## src/hdl/pfa_ram.sv

```systemverilog
`timescale 1ns / 1ps
`default_nettype none
// ----------------------------------------------------------------------------
// pfa_ram
// Simple dual-port RAM: one write port, one read port, registered read data.
// ----------------------------------------------------------------------------
module pfa_ram #(
    parameter int WIDTH = 32,
    parameter int DEPTH = 128
) (
    input  wire logic                     aclk,
    input  wire logic                     we,
    input  wire logic [$clog2(DEPTH)-1:0] waddr,
    input  wire logic [WIDTH-1:0]         wdata,
    input  wire logic [$clog2(DEPTH)-1:0] raddr,
    output      logic [WIDTH-1:0]         rdata
);

    logic [WIDTH-1:0] mem [DEPTH];

    // Write and read, read data registered
    always_ff @(posedge aclk) begin
        if (we) begin
            mem[waddr] <= wdata;
        end
        rdata <= mem[raddr];
    end

endmodule : pfa_ram
`default_nettype wire

```

## config.mk

```make
export PLATFORM = sky130hd
export DESIGN_NAME = pfa_ram
export DESIGN_NICKNAME = d
export VERILOG_FILES = /design/src/hdl/pfa_ram.sv
export SDC_FILE = /design/constraint.sdc
export NUM_CORES = 2
export LEC_CHECK = 0
export ABC_CLOCK_PERIOD_IN_PS = 10490
export BUFFER_PORTS_ARGS = -buffer_cell sky130_fd_sc_hd__buf_4
export CORE_ASPECT_RATIO = 1.25
export CORE_MARGIN = 2
export CORE_UTILIZATION = 25
export CTS_CLUSTER_DIAMETER = 150
export DETAILED_ROUTE_END_ITERATION = 12
export PLACE_DENSITY = 0.42
export SLEW_MARGIN = 10
export SYNTH_ARGS = -nofsm -noshare
export SYNTH_HDL_FRONTEND = slang
export SYNTH_SLANG_ARGS = --single-unit
```

## constraint.sdc

```tcl
create_clock -name aclk -period 10.49 [get_ports aclk]
set_input_delay 2.098 -clock aclk [delete_from_list [all_inputs] [get_ports aclk]]
set_output_delay 2.098 -clock aclk [all_outputs]
set_load 0.03 [all_outputs]
```

==> impl_summary.md <==
STA
After layout, the worst setup slack is between 4 and 5 ns. Hold timing on the final database bottoms out at a slack of 1.15 ns. For the final database, setup skew stands at 0.0497 ns. The maximum clock rate is 0.181 GHz. For the final routed database, the setup TNS stands at 0 ns. The worst relative slew slack is a little over an eighth. Setup repair after global routing left no endpoint under its margin. Setup violations remaining at the end of the flow were counted as 0.

The final number of hold-violating endpoints was 0. The final count of pins violating max slew is 0. The minimum clock period is 5.54 ns. Of the available clock period, the critical path in the final layout requires a little over half. For the pin with the worst max-slew slack, the measured transition is approximately 1.3 ns.

Clocking
The total number of clock tree sinks is 4128. TritonCTS built the clock tree. The clock latency on the worst-skew pair is 0.97 ns. Hold repair after CTS inserted 0 buffers. The number of gates resized after cts is 0. Counting the buffers created by CTS gives just under 400.

The total setup buffers inserted after CTS is 0. The number of levels the H-tree was split into is 5. After clock tree synthesis, the clock-pin slew on the worst setup and hold paths is about 0.07 ns. The cell at the root of the clock tree is sky130_fd_sc_hd__clkbuf_16. The largest buffer count on any clock path is 4.

Setup path
The launching point of the worst reg2reg path is mem[65][24]. The data arrival time of the critical path is roughly 6.4 ns. The worst flop-to-flop path endpoint is rdata[24]. The maximum fanout count along the critical path is 92. The required time of the worst setup path is 11.33 ns. STA classifies the critical path startpoint as a primary input.

Counting cells, the worst reg-to-reg path comes to 4. The setup check on the worst reg-to-reg path leaves a slack of 7.59 ns. The worst setup path is captured at a flop. The critical path class is in2reg.

Worst hold path
The min-delay analysis places its worst path in the category reg2reg. Along the worst hold path, the cell count comes to 4. The hold-critical path endpoint is rdata[8]. The startpoint identified for the worst hold timing path is mem[12][8].

Floorplanning
The core region area is between 600000 and 700000 µm². The initial utilization of the core area, before any placement, comes to about a quarter. The top-level port count is 80. In this run the core area contains 324 standard-cell rows. The die is roughly 900 µm tall.

The total die area is roughly 630000 µm². The floorplan die width is 711 µm.

Routing
The routed layout has 70200 vias. The number of DRC violations after detailed-routing iteration 0 is 8636. The first-pass detailed-route iteration total is 5. The post-detailed-route wirelength per cell is 32.6 µm. Wires add up to 493000 µm.

The post-detailed-route count of antenna-violating nets is 0. The number of remaining DRC errors is 0. In the routed layout, each cell is associated on average with a via count of 4.64.

GRT
The largest net degree at the start of global routing is 122. The first global-routing pass estimated about 660000 µm of wire. The via count of the first global-routing pass is ~73000.

The final global-route overflow total is 0. The number of antenna violations at the first check in global routing was approximately 120. The global-route usage over all layers is 15.3%.

Place
Summed over all nets, the half-perimeter wirelength after detailed placement is 265000 µm. At the placement stage, the worst setup path has a slack of 3.91 ns. The routability congestion estimate from global placement is 0.745. The count of buffers from port buffering is 79.

Cells and area
In the final layout, flip-flops and latches occupy 124000 µm². The filler cells instantiated in the layout total 60200. Of the cells placed in the final design, the portion with a size suffix greater than 1 is 35.7%. The final layout contains 6422 nets. The synthesis-to-finish area growth is 16.7%. In the final layout, the multi-input gates occupy 32300 µm².

Pwr
Dividing total power by cell area gives a power density of 191 nW/µm². In this run the static leakage power is 54.0 nW. The worst-case IR drop observed on VDD is 0.000131 V.

Run status
The run finished with clean final reports.

Synth
The net count of the mapped netlist is 6038. The number of instances in the synthesized netlist is ~6000. Counting distinct cell types in the post-synthesis netlist gives 17. Averaged over all synthesized cells, the footprint is roughly 26 µm². The register area share after synthesis is approximately four fifths. After synthesis the cells add up to 156000 µm². The count of synthesis-stage warnings from yosys is 0. The synthesized flop and latch total is approximately 4100.

Run
The max-capacitance violation count is 0.
## area by class of cell
class	count	area share, %
Timing Repair Buffer	302	1.44
Multi-Input combinational cell	1546	17.7
Tap cell	8313	5.71
Sequential cell	4128	67.8
Clock inverter	229	1.33
Clock buffer	485	5.80
Antenna cell	136	0.187
## through the flow
| step | instances | instance area (µm²) | util, % | power, mW |
|---|---|---|---|---|
| 2_1_floorplan | 5990 | 156000 | - | 19.5 |
| 3_3_place_gp | 14300 | 169000 | 27.1 | 20.6 |
| 3_5_place_dp | 14300 | 169000 | 27.1 | 20.7 |
| 4_1_cts | 15000 | 182000 | 29.2 | 35.3 |
| 5_1_grt | 15100 | 182000 | 29.3 | 35.9 |
| 6_report | 15100 | 182000 | 29.3 | 34.9 |
## worst max-delay path, cell delays in order
cell	delay, ns
sky130_fd_sc_hd__buf_16	0.55
sky130_fd_sc_hd__buf_12	0.40
sky130_fd_sc_hd__buf_12	0.52
sky130_fd_sc_hd__mux4_2	0.62
sky130_fd_sc_hd__mux4_2	0.59
sky130_fd_sc_hd__mux4_2	0.71
sky130_fd_sc_hd__mux2_2	0.38
## flip-flops by register name (all words and copies together) (netlist names)
signal	flops
mem	4096
rdata	32
## metal layers
layer  global-route usage (%)  wire, µm  vias to the layer above
li1                         -         -                    27300
met1                     19.7    200000                    40000
met2                     26.0    247000                     2345
met3                     2.94     31700                      532
met4                     4.97     13800                       24
met5                        0       149                        -
## kinds of logic (layout without fill, tap and decap cells)
logic type             after synthesis  after routing  synth area share, %
flip-flops                        4128           4128                 79.1
multiplexers                      1376           1376                 19.6
buffers and inverters              316           1016                0.839
AND/OR/NAND/NOR                    170            170                0.446
other                                0            136                    0
## how the worst max path moves through the flow
stage / cells after the start / start / endpoint / slack (ns)
floorplan: 3 / we / mem[98][0] / 5.15
global route: 7 / raddr[0] / rdata[11] / 4.77
CTS: 8 / raddr[0] / rdata[22] / 4.96
global placement: 8 / raddr[0] / rdata[22] / 3.89
detailed placement: 8 / raddr[0] / rdata[22] / 3.91
finish: 7 / raddr[0] / rdata[11] / 4.95
## where the power goes
part | switching [mW] | total (mW) | internal (mW) | leakage [nW]
logic | 1.25 | 1.92 | 0.672 | 10.5
registers | 0.0992 | 18.3 | 18.2 | 37.1
clock network | 6.33 | 14.7 | 8.33 | 6.36
## placed cells by master, fill, tap and decap left out, types with 7 or more instances in the layout
master	n
sky130_fd_sc_hd__clkinv_4	7
sky130_fd_sc_hd__clkbuf_16	405
sky130_fd_sc_hd__clkinv_2	70
sky130_fd_sc_hd__buf_4	272
sky130_fd_sc_hd__clkinvlp_4	16
sky130_fd_sc_hd__bufinv_16	47
sky130_fd_sc_hd__mux4_2	1344
sky130_fd_sc_hd__clkinv_1	75
sky130_fd_sc_hd__clkbuf_8	14
sky130_fd_sc_hd__nor3_2	8
sky130_fd_sc_hd__buf_12	25
sky130_fd_sc_hd__clkbuf_1	66
sky130_fd_sc_hd__nor2b_1	7
sky130_fd_sc_hd__mux2_2	32
sky130_fd_sc_hd__diode_2	136
sky130_fd_sc_hd__edfxtp_1	4096
sky130_fd_sc_hd__nand3_1	8
sky130_fd_sc_hd__nor2_4	119
sky130_fd_sc_hd__dfxtp_1	32
sky130_fd_sc_hd__nand2_1	11
## cell usage after synthesis
library cell	instances	area (µm²)
sky130_fd_sc_hd__buf_1	50	188
sky130_fd_sc_hd__buf_2	79	395
sky130_fd_sc_hd__buf_4	3	22.5
sky130_fd_sc_hd__buf_6	2	22.5
sky130_fd_sc_hd__clkbuf_1	182	683
sky130_fd_sc_hd__dfxtp_1	32	641
sky130_fd_sc_hd__edfxtp_1	4096	123000
sky130_fd_sc_hd__mux2_2	32	360
sky130_fd_sc_hd__mux4_2	1344	30300
sky130_fd_sc_hd__nand2_1	14	52.6
sky130_fd_sc_hd__nand2b_1	2	12.5
sky130_fd_sc_hd__nand3_1	12	60.1
sky130_fd_sc_hd__nand4_1	3	18.8
sky130_fd_sc_hd__nor2_1	122	458
sky130_fd_sc_hd__nor2b_1	7	43.8
sky130_fd_sc_hd__nor3_1	9	45.0
sky130_fd_sc_hd__or3_1	1	6.26
No activity file was read; power rests on OpenSTA's default activity.
